--- src/rtl/status_text_chunk_packer_assert.svh ---
// Assertion macros for the status text chunk packer.
// Needs a clock named clk and a synchronous active-high reset named rst in scope.
`ifndef STATUS_TEXT_CHUNK_PACKER_ASSERT_SVH
`define STATUS_TEXT_CHUNK_PACKER_ASSERT_SVH

// Same-cycle implication, disabled during reset.
`define STCP_ASSERT_NOW(label, ante, cons) \
  label: assert property (@(posedge clk) disable iff (rst) (ante) |-> (cons)) \
    else $error("stcp assertion failed");

// Next-cycle implication, disabled during reset.
`define STCP_ASSERT_NEXT(label, ante, cons) \
  label: assert property (@(posedge clk) disable iff (rst) (ante) |=> (cons)) \
    else $error("stcp assertion failed");

`endif

--- src/rtl/stcp_pkg.sv ---
// Shared types and constants for the status text chunk packer.
// No dependencies.
package stcp_pkg;

  localparam int unsigned CharW  = 8;
  localparam int unsigned SevW   = 3;
  localparam int unsigned RateW  = 8;
  localparam int unsigned WordW  = 32;
  localparam int unsigned CopyW  = 2;
  localparam int unsigned CfgIdxW = 1;

  // Configuration register indexes
  localparam logic [CfgIdxW-1:0] REG_LOW_RATE = 1'd0;
  localparam logic [CfgIdxW-1:0] REG_MID_RATE = 1'd1;

  localparam logic [RateW-1:0] LOW_RATE_RESET = 8'd20;
  localparam logic [RateW-1:0] MID_RATE_RESET = 8'd30;

  localparam logic [CopyW-1:0] COPIES_ONE   = 2'd1;
  localparam logic [CopyW-1:0] COPIES_TWO   = 2'd2;
  localparam logic [CopyW-1:0] COPIES_THREE = 2'd3;

  // Outcome of packing one character
  typedef struct packed {
    logic [WordW-1:0] word;
    logic             done;
    logic             msg_end;
  } pack_result_t;

endpackage

--- src/rtl/stcp_pack.sv ---
// Character accumulator: folds characters into a 32-bit word and flags completion.
// Depends on stcp_pkg.
module stcp_pack #(
  parameter int unsigned TEXT_LEN = 50
) (
  input  logic                        clk,
  input  logic                        rst,
  input  logic                        commit,
  input  logic [stcp_pkg::CharW-1:0]  character,
  input  logic [stcp_pkg::SevW-1:0]   severity,
  output stcp_pkg::pack_result_t      result
);
  import stcp_pkg::*;

  localparam int unsigned PosW = $clog2(TEXT_LEN + 1);

  logic [WordW-1:0] acc, acc_next, acc_or;
  logic [1:0]       slot, slot_next;
  logic [PosW-1:0]  pos, pos_next, pos_inc;
  logic [WordW-1:0] sev_bits;
  logic             done, msg_end;

  always_comb begin
    case (slot)
      2'd0:    acc_or = acc | {character, 24'd0};
      2'd1:    acc_or = acc | {8'd0, character, 16'd0};
      2'd2:    acc_or = acc | {16'd0, character, 8'd0};
      default: acc_or = acc | {24'd0, character};
    endcase
    pos_inc  = pos + 1'b1;
    sev_bits = {8'd0, severity[2], 7'd0, severity[1], 7'd0, severity[0], 7'd0};

    // NUL closes the message and adds no byte
    if (character == '0) begin
      done    = 1'b1;
      msg_end = 1'b1;
    end else begin
      msg_end = (pos_inc == PosW'(TEXT_LEN));
      done    = (slot == 2'd3) || msg_end;
    end

    result.done    = done;
    result.msg_end = msg_end;
    if (character == '0) begin
      result.word = acc | sev_bits;
    end else if (msg_end) begin
      result.word = acc_or | sev_bits;
    end else begin
      result.word = acc_or;
    end

    if (done) begin
      acc_next  = '0;
      slot_next = 2'd0;
    end else begin
      acc_next  = acc_or;
      slot_next = slot + 2'd1;
    end
    if (msg_end) begin
      pos_next = '0;
    end else begin
      pos_next = pos_inc;
    end
  end

  always_ff @(posedge clk) begin
    if (rst) begin
      acc  <= '0;
      slot <= 2'd0;
      pos  <= '0;
    end else if (commit) begin
      acc  <= acc_next;
      slot <= slot_next;
      pos  <= pos_next;
    end
  end

endmodule

--- src/rtl/status_text_chunk_packer.sv ---
// Status text chunk packer: input register, character packer, copy emitter.
// Depends on stcp_pkg, stcp_pack and status_text_chunk_packer_assert.svh.

// Takes one message character per request and packs four characters into a
// 32-bit word, first character in bits 31..24. A word closes after four
// characters, on a NUL (which also ends the message and adds no byte), or when
// the message reaches TEXT_LEN characters. The last word of a message carries
// the severity in bits 23, 15 and 7. Each closed word is sent once, twice or
// three times as the request's link_rate falls below low_rate_limit, below
// mid_rate_limit, or neither; last_copy marks the final copy. A request is held
// in the input register, is packed in a single pass and lands in the result
// register, which offers its copies.
// The input takes one request per cycle unless stalled; each closed
// word then holds the result register until its copies have gone, and the input
// stalls only while a newly closed word waits behind copies still draining.
// Configure the rate limits only while the block is idle.
module status_text_chunk_packer #(
  parameter int unsigned TEXT_LEN = 50
) (
  input  logic                          clk,
  input  logic                          rst,
  input  logic                          cfg_we,
  input  logic [stcp_pkg::CfgIdxW-1:0]  cfg_index,
  input  logic [stcp_pkg::RateW-1:0]    cfg_data,
  input  logic                          in_valid,
  output logic                          in_stall,
  input  logic [stcp_pkg::CharW-1:0]    character,
  input  logic [stcp_pkg::SevW-1:0]     severity,
  input  logic [stcp_pkg::RateW-1:0]    link_rate,
  output logic                          out_valid,
  input  logic                          out_stall,
  output logic [stcp_pkg::WordW-1:0]    chunk_word,
  output logic                          message_end,
  output logic                          last_copy
);
  import stcp_pkg::*;

  // Rate limit registers
  logic [RateW-1:0] low_rate_limit, mid_rate_limit;

  // Input register
  logic             in_full;
  logic [CharW-1:0] in_char;
  logic [SevW-1:0]  in_sev;
  logic [RateW-1:0] in_rate;

  // Result register: word plus copies still to send
  logic [WordW-1:0] out_word;
  logic             out_end;
  logic [CopyW-1:0] copies_left, copies_left_next;

  pack_result_t     pack_res;
  logic             out_free, advance, in_take;
  logic [CopyW-1:0] copies;

  always_ff @(posedge clk) begin
    if (rst) begin
      low_rate_limit <= LOW_RATE_RESET;
      mid_rate_limit <= MID_RATE_RESET;
    end else if (cfg_we) begin
      case (cfg_index)
        REG_LOW_RATE: low_rate_limit <= cfg_data;
        REG_MID_RATE: mid_rate_limit <= cfg_data;
        default: ;
      endcase
    end
  end

  stcp_pack #(
    .TEXT_LEN(TEXT_LEN)
  ) u_pack (
    .clk      (clk),
    .rst      (rst),
    .commit   (advance),
    .character(in_char),
    .severity (in_sev),
    .result   (pack_res)
  );

  // Low limit wins when the limits are out of order
  always_comb begin
    if (in_rate < low_rate_limit) begin
      copies = COPIES_ONE;
    end else if (in_rate < mid_rate_limit) begin
      copies = COPIES_TWO;
    end else begin
      copies = COPIES_THREE;
    end
  end

  // Result register frees up when empty or when its final copy leaves now
  assign out_free = (copies_left == '0) || (copies_left == 2'd1 && !out_stall);
  // Advance the held request unless it closes a word with nowhere to go
  assign advance  = in_full && (!pack_res.done || out_free);
  assign in_stall = in_full && !advance;
  assign in_take  = in_valid && !in_stall;

  always_comb begin
    copies_left_next = copies_left;
    if (copies_left != '0 && !out_stall) begin
      copies_left_next = copies_left - 2'd1;
    end
    if (advance && pack_res.done) begin
      copies_left_next = copies;
    end
  end

  always_ff @(posedge clk) begin
    if (rst) begin
      in_full     <= 1'b0;
      copies_left <= '0;
    end else begin
      copies_left <= copies_left_next;
      if (in_take) begin
        in_full <= 1'b1;
      end else if (advance) begin
        in_full <= 1'b0;
      end
    end
  end

  // Payload registers: hold unless a new request or a new word arrives
  always_ff @(posedge clk) begin
    if (in_take) begin
      in_char <= character;
      in_sev  <= severity;
      in_rate <= link_rate;
    end
    if (advance && pack_res.done) begin
      out_word <= pack_res.word;
      out_end  <= pack_res.msg_end;
    end
  end

  assign out_valid   = (copies_left != '0);
  assign chunk_word  = out_word;
  assign message_end = out_end;
  assign last_copy   = (copies_left == 2'd1);

  `include "status_text_chunk_packer_assert.svh"

  // A copy that is not the last is followed by another copy of the same word
  `STCP_ASSERT_NEXT(a_repeat_follows,
                    out_valid && !out_stall && !last_copy,
                    out_valid && $stable(chunk_word) && $stable(message_end))
  // A stalled input request stays held in the input register
  `STCP_ASSERT_NEXT(a_stall_holds, in_stall, in_full)
  // The input stalls only when the result register is still busy
  `STCP_ASSERT_NOW(a_stall_cause, in_stall, out_valid)

endmodule

--- config.mk ---
export PLATFORM = sky130hd
export DESIGN_NAME = status_text_chunk_packer
export DESIGN_NICKNAME = d
export VERILOG_FILES = /design/src/rtl/stcp_pkg.sv /design/src/rtl/stcp_pack.sv /design/src/rtl/status_text_chunk_packer.sv
export VERILOG_INCLUDE_DIRS = /design/src /design/src/rtl
export SDC_FILE = /design/constraint.sdc
export NUM_CORES = 1
export LEC_CHECK = 0
export ABC_CLOCK_PERIOD_IN_PS = 2800
export BUFFER_PORTS_ARGS = -buffer_cell sky130_fd_sc_hd__clkbuf_2
export CAP_MARGIN = 10
export CORE_MARGIN = 2
export CORE_UTILIZATION = 50
export DETAILED_ROUTE_END_ITERATION = 6
export MAX_ROUTING_LAYER = met4
export PLACE_DENSITY = 0.71
export SLEW_MARGIN = 5
export SYNTH_ARGS = -nofsm -noshare
export SYNTH_HDL_FRONTEND = slang
export SYNTH_SLANG_ARGS = --single-unit
--- constraint.sdc ---
create_clock -name clk -period 2.8 [get_ports clk]
set_clock_uncertainty 0.05 [all_clocks]
set_input_delay 0.28 -clock clk [delete_from_list [all_inputs] [get_ports clk]]
set_output_delay 0.28 -clock clk [all_outputs]
set_load 0.02 [all_outputs]
==> report_table.html <==
<table>
<tr><th>Metric</th><th>Value</th></tr>
<tr><th colspan="2">Finish</th></tr>
<tr><td>Number of nets in the layout</td><td>594</td></tr>
<tr><td>Most common cell after layout, fill and taps aside</td><td>sky130_fd_sc_hd__a21oi_1</td></tr>
<tr><td>Final core area utilization</td><td>58.2%</td></tr>
<tr><td>Final standard cell area without fillers</td><td>5330 um2</td></tr>
<tr><td>P&amp;R area growth vs syn</td><td>14.5%</td></tr>
<tr><td>Number of filler cells placed in the layout</td><td>811</td></tr>
<tr><td>Highest-count cells in the layout ignoring fill and taps</td><td>sky130_fd_sc_hd__a21oi_1 (75), sky130_fd_sc_hd__clkbuf_2 (68), sky130_fd_sc_hd__nor2_1 (63)</td></tr>
<tr><td>Register cell area after layout</td><td>2740 um2</td></tr>
<tr><td>Multi-input logic area</td><td>1630 um2</td></tr>
<tr><td>Layout cell share with drive strength beyond 1</td><td>20.2%</td></tr>
<tr><td>Total inserted antenna cells</td><td>0</td></tr>
<tr><th colspan="2">Power</th></tr>
<tr><td>Combinational Power Share</td><td>9.6%</td></tr>
<tr><td>P_sw</td><td>0.766 mW</td></tr>
<tr><td>Pwr Density</td><td>552 nW/um2</td></tr>
<tr><td>Fraction of power consumed by the clock network</td><td>30.2%</td></tr>
<tr><td>Share of power burned in registers</td><td>60.2%</td></tr>
<tr><td>Leakage power figure</td><td>2.16 nW</td></tr>
<tr><td>IR Drop Worst-Case VDD</td><td>0.338 mV</td></tr>
<tr><td>Switching portion of total power</td><td>26.0%</td></tr>
<tr><td>Internal power component</td><td>2.18 mW</td></tr>
<tr><th colspan="2">Logic synthesis</th></tr>
<tr><td>Post-Synth Adder-Cell Area</td><td>5.92%</td></tr>
<tr><td>Synth Instances</td><td>467</td></tr>
<tr><td>Fraction of the mapped netlist area in compound gates</td><td>13.5%</td></tr>
<tr><td>Share of flip-flops with an asynchronous set or reset</td><td>0%</td></tr>
<tr><td>Synth warn</td><td>0</td></tr>
<tr><td>Netlist area before placement</td><td>4650 um2</td></tr>
<tr><td>Top flip-flop cell by instance count after synthesis</td><td>sky130_fd_sc_hd__dfxtp_1</td></tr>
<tr><td>Main combinational cell family by area after synthesis</td><td>simple AND/OR/NAND/NOR gates</td></tr>
<tr><td>Post-synthesis cell type count</td><td>43</td></tr>
<tr><td>Post-Synth XOR/XNOR Area</td><td>0.376%</td></tr>
<tr><td>#FFs+latches synth</td><td>111</td></tr>
<tr><td>Mapped Nets</td><td>522</td></tr>
<tr><td>Mux contribution to synthesized area</td><td>0.215%</td></tr>
<tr><td>Post-Synth Simple-Gate Area</td><td>14.5%</td></tr>
<tr><td>Sequential fraction of the synthesis area</td><td>58.9%</td></tr>
<tr><td>Number of synthesized flops with an enable pin</td><td>52</td></tr>
<tr><td>Average cell area after synthesis</td><td>9.96 um2</td></tr>
<tr><th colspan="2">Clock network</th></tr>
<tr><td>Clock transition at the registers of the reported paths</td><td>0.10 ns</td></tr>
<tr><td>TritonCTS clock tree</td><td>done</td></tr>
<tr><td>Clock buffers created by TritonCTS</td><td>9</td></tr>
<tr><td>Worst skew pair latency</td><td>0.38 ns</td></tr>
<tr><td>Max clock buf depth</td><td>2</td></tr>
<tr><td>Count of clock tree sinks</td><td>111</td></tr>
<tr><td>Depth of the CTS H-tree</td><td>3</td></tr>
<tr><td>Clock tree root buffer cell</td><td>sky130_fd_sc_hd__clkbuf_8</td></tr>
<tr><th colspan="2">STA</th></tr>
<tr><td>Setup TNS after final layout</td><td>0 ns</td></tr>
<tr><td>RSZ-0062 raised after global routing</td><td>no</td></tr>
<tr><td>Transition at the pin with the smallest max-transition slack</td><td>0.809 ns</td></tr>
<tr><td>Headroom to the max-slew limit</td><td>45.9%</td></tr>
<tr><td>Highest clock rate</td><td>379 MHz</td></tr>
<tr><td>Final max-slew violation count</td><td>0</td></tr>
<tr><td>Smallest setup slack after layout</td><td>0.160 ns</td></tr>
<tr><td>Final hold violations</td><td>0</td></tr>
<tr><td>Shortest clock period the worst path allows after layout</td><td>2.64 ns</td></tr>
<tr><td>Final worst-path cycle share</td><td>94.3%</td></tr>
<tr><td>Final setup fails</td><td>0</td></tr>
<tr><th colspan="2">Place</th></tr>
<tr><td>Placed wire-length estimate after detailed placement</td><td>6970 um</td></tr>
<tr><td>Count of input and output buffers</td><td>68</td></tr>
<tr><td>Weighted congestion reported at the end of routability-driven placement</td><td>0.840</td></tr>
<tr><td>Placement Cell Area</td><td>5120 um2</td></tr>
<tr><td>Worst Setup Slack post-DPL</td><td>0.241 ns</td></tr>
<tr><th colspan="2">Setup path</th></tr>
<tr><td>Startpoint Class</td><td>flop</td></tr>
<tr><td>Reg2reg path depth</td><td>10</td></tr>
<tr><td>Capturing element type of the critical path</td><td>output pin</td></tr>
<tr><td>CP arrival</td><td>2.31 ns</td></tr>
<tr><td>Endpoint of the worst-slack reg-to-reg timing path</td><td>u_pack.acc[10]$_SDFFE_PP0N_</td></tr>
<tr><td>Flop2flop setup slack</td><td>0.19 ns</td></tr>
<tr><td>Setup Crit Path Kind</td><td>reg -&gt; out</td></tr>
<tr><td>Critical-path maximum fanout</td><td>8</td></tr>
<tr><td>R2r startpoint</td><td>u_pack.pos[1]$_SDFFE_PP0N_</td></tr>
<tr><td>Data required time of the critical path</td><td>2.47 ns</td></tr>
<tr><th colspan="2">Floorplan</th></tr>
<tr><td>Die Width</td><td>100 um</td></tr>
<tr><td>Row count</td><td>35</td></tr>
<tr><td>Die area</td><td>10100 um2</td></tr>
<tr><td>Area of the core</td><td>9150 um2</td></tr>
<tr><td>Vertical die dimension</td><td>100 um</td></tr>
<tr><td>Number of top-level pins</td><td>69</td></tr>
<tr><td>Initial Utilization</td><td>50.8%</td></tr>
<tr><th colspan="2">Routing</th></tr>
<tr><td>1st-iter DRT viols</td><td>185</td></tr>
<tr><td>Antenna Violating Nets Remaining</td><td>0</td></tr>
<tr><td>Wirelength, routed</td><td>9710 um</td></tr>
<tr><td>Number of iterations in the first detailed-routing pass</td><td>4</td></tr>
<tr><td>Ratio of routed vias to standard cells</td><td>5.32</td></tr>
<tr><td>DRC Markers</td><td>0</td></tr>
<tr><td>Avg WL per Cell</td><td>14.8 um</td></tr>
<tr><td>Via Count</td><td>3486</td></tr>
<tr><th colspan="2">Min path</th></tr>
<tr><td>Type of the most critical hold path</td><td>in -&gt; reg</td></tr>
<tr><td>Worst hold path stage count</td><td>1</td></tr>
<tr><td>Worst Hold Endpoint</td><td>in_rate[5]$_DFFE_PP_</td></tr>
<tr><td>Launch point of the worst hold path</td><td>link_rate[5]</td></tr>
<tr><th colspan="2">Global routing</th></tr>
<tr><td>Wire length of the first global-routing pass</td><td>15500 um</td></tr>
<tr><td>Antenna violations before repair</td><td>0</td></tr>
<tr><td>Largest net degree at the start of global routing</td><td>34</td></tr>
<tr><td>Vias in the first global route</td><td>3243</td></tr>
<tr><td>Global-route total usage across every layer</td><td>20.6%</td></tr>
<tr><td>Overflow after GRT</td><td>0</td></tr>
<tr><th colspan="2">Run status</th></tr>
<tr><td>Status</td><td>completed</td></tr>
<tr><th colspan="2">Flow run</th></tr>
<tr><td>Maximum Capacitance Violations</td><td>0</td></tr>
</table>
==> synth_stat cells, types with 2 or more instances <==
cell type | number | share of area [%]
sky130_fd_sc_hd__or3_1 | 3 | 0.40
sky130_fd_sc_hd__nand3_1 | 18 | 1.9
sky130_fd_sc_hd__nand2_1 | 38 | 3.1
sky130_fd_sc_hd__nand2b_1 | 4 | 0.54
sky130_fd_sc_hd__dfxtp_1 | 59 | 25
sky130_fd_sc_hd__ha_1 | 22 | 5.9
sky130_fd_sc_hd__nor4_1 | 2 | 0.27
sky130_fd_sc_hd__clkbuf_2 | 7 | 0.75
sky130_fd_sc_hd__nor2_1 | 63 | 5.1
sky130_fd_sc_hd__or4_1 | 3 | 0.48
sky130_fd_sc_hd__nor2b_1 | 6 | 0.81
sky130_fd_sc_hd__or2_2 | 3 | 0.40
sky130_fd_sc_hd__a21oi_1 | 75 | 8.1
sky130_fd_sc_hd__edfxtp_1 | 52 | 34
sky130_fd_sc_hd__o211ai_1 | 4 | 0.65
sky130_fd_sc_hd__buf_6 | 3 | 0.73
sky130_fd_sc_hd__a22oi_1 | 2 | 0.32
sky130_fd_sc_hd__buf_1 | 3 | 0.24
sky130_fd_sc_hd__o32ai_1 | 4 | 0.75
sky130_fd_sc_hd__nor3_1 | 7 | 0.75
sky130_fd_sc_hd__nor2_2 | 2 | 0.27
sky130_fd_sc_hd__buf_4 | 2 | 0.32
sky130_fd_sc_hd__inv_1 | 43 | 3.5
sky130_fd_sc_hd__o21ai_0 | 14 | 1.5
sky130_fd_sc_hd__clkbuf_1 | 10 | 0.81
==> final cells by class <==
class | instances | share of cell area (%)
timing repair buffer | 87 | 9.11
sequential | 111 | 51.5
tap | 111 | 2.61
multi-input combinational | 286 | 30.5
inverter | 44 | 3.10
clock inverter | 6 | 0.822
clock buffer | 10 | 2.39
==> power by group through the flow <==
stage | logic [mW] | clock network [mW] | registers (mW)
global route | 0.321 | 0.965 | 1.78
detailed placement | 0.279 | 0 | 1.81
CTS | 0.282 | 0.888 | 1.77
global placement | 0.267 | 0 | 1.81
floorplan | 0.198 | 0 | 1.80
finish | 0.284 | 0.887 | 1.77
==> sequential cells by signal, summed over array words and instances (netlist names) <==
register,flops
chunk_word,32
u_pack.acc,32
in_char,8
in_rate,8
low_rate_limit,8
mid_rate_limit,8
u_pack.pos,6
in_sev,3
copies_left,2
u_pack.slot,2
in_full,1
message_end,1
==> worst max-delay path: stages (launching register included) <==
cell and delay (ns):
sky130_fd_sc_hd__edfxtp_1 0.51, sky130_fd_sc_hd__or4_1 0.60, sky130_fd_sc_hd__nor2_4 0.29, sky130_fd_sc_hd__nor2_4 0.08
sky130_fd_sc_hd__inv_1 0.08, sky130_fd_sc_hd__o211ai_1 0.12, sky130_fd_sc_hd__inv_1 0.10, sky130_fd_sc_hd__clkbuf_2 0.16
==> kinds of logic after synthesis <==
kind of cell,count (synthesis)
AND/OR/NAND/NOR,152
buffers and inverters,70
XOR/XNOR,2
flip-flops,111
adder cells (fa/ha/maj),22
multiplexers,1
AO/OA/AOI/OAI,109
==> per-stage QoR <==
stage / hold slack, ns / instances / power (mW)
6_report: 0.0157 / 655 / 2.94
5_1_grt: 0.00160 / 655 / 3.06
4_1_cts: 0.0118 / 653 / 2.94
3_5_place_dp: 0.368 / 637 / 2.09
3_3_place_gp: 0.366 / 637 / 2.07
2_1_floorplan: 0.329 / 467 / 1.99
==> worst max path at each step <==
stage,slack [ns],end,startpoint,cells past startpoint
6_report,0.16,in_stall,in_char[4]$_DFFE_PP_,7
5_1_grt,0.01,in_stall,u_pack.pos[1]$_SDFFE_PP0N_,10
4_1_cts,0.01,in_stall,in_char[4]$_DFFE_PP_,7
3_5_place_dp,0.24,u_pack.pos[2]$_SDFFE_PP0N_,in_char[4]$_DFFE_PP_,6
3_3_place_gp,0.29,u_pack.pos[5]$_SDFFE_PP0N_,in_char[4]$_DFFE_PP_,6
2_1_floorplan,0.22,in_char[0]$_DFFE_PP_,u_pack.pos[1]$_SDFFE_PP0N_,9
==> layer usage <==
layer,track usage [%],vias up,share of wire (%)
met1,28.1,1620,47
met2,30.7,112,46
li1,-,1739,-
met4,7.27,0,1.6
met5,-,-,0
met3,4.23,15,5.4
==> repair_timing <==
item                                    CTS  global route
setup buffers                             0             1
endpoints found under the setup margin    0             2
hold buffers                              0             1
resized for setup                         0             3
hold endpoints to repair                  0             1
Power figures use the tool's default switching activity.
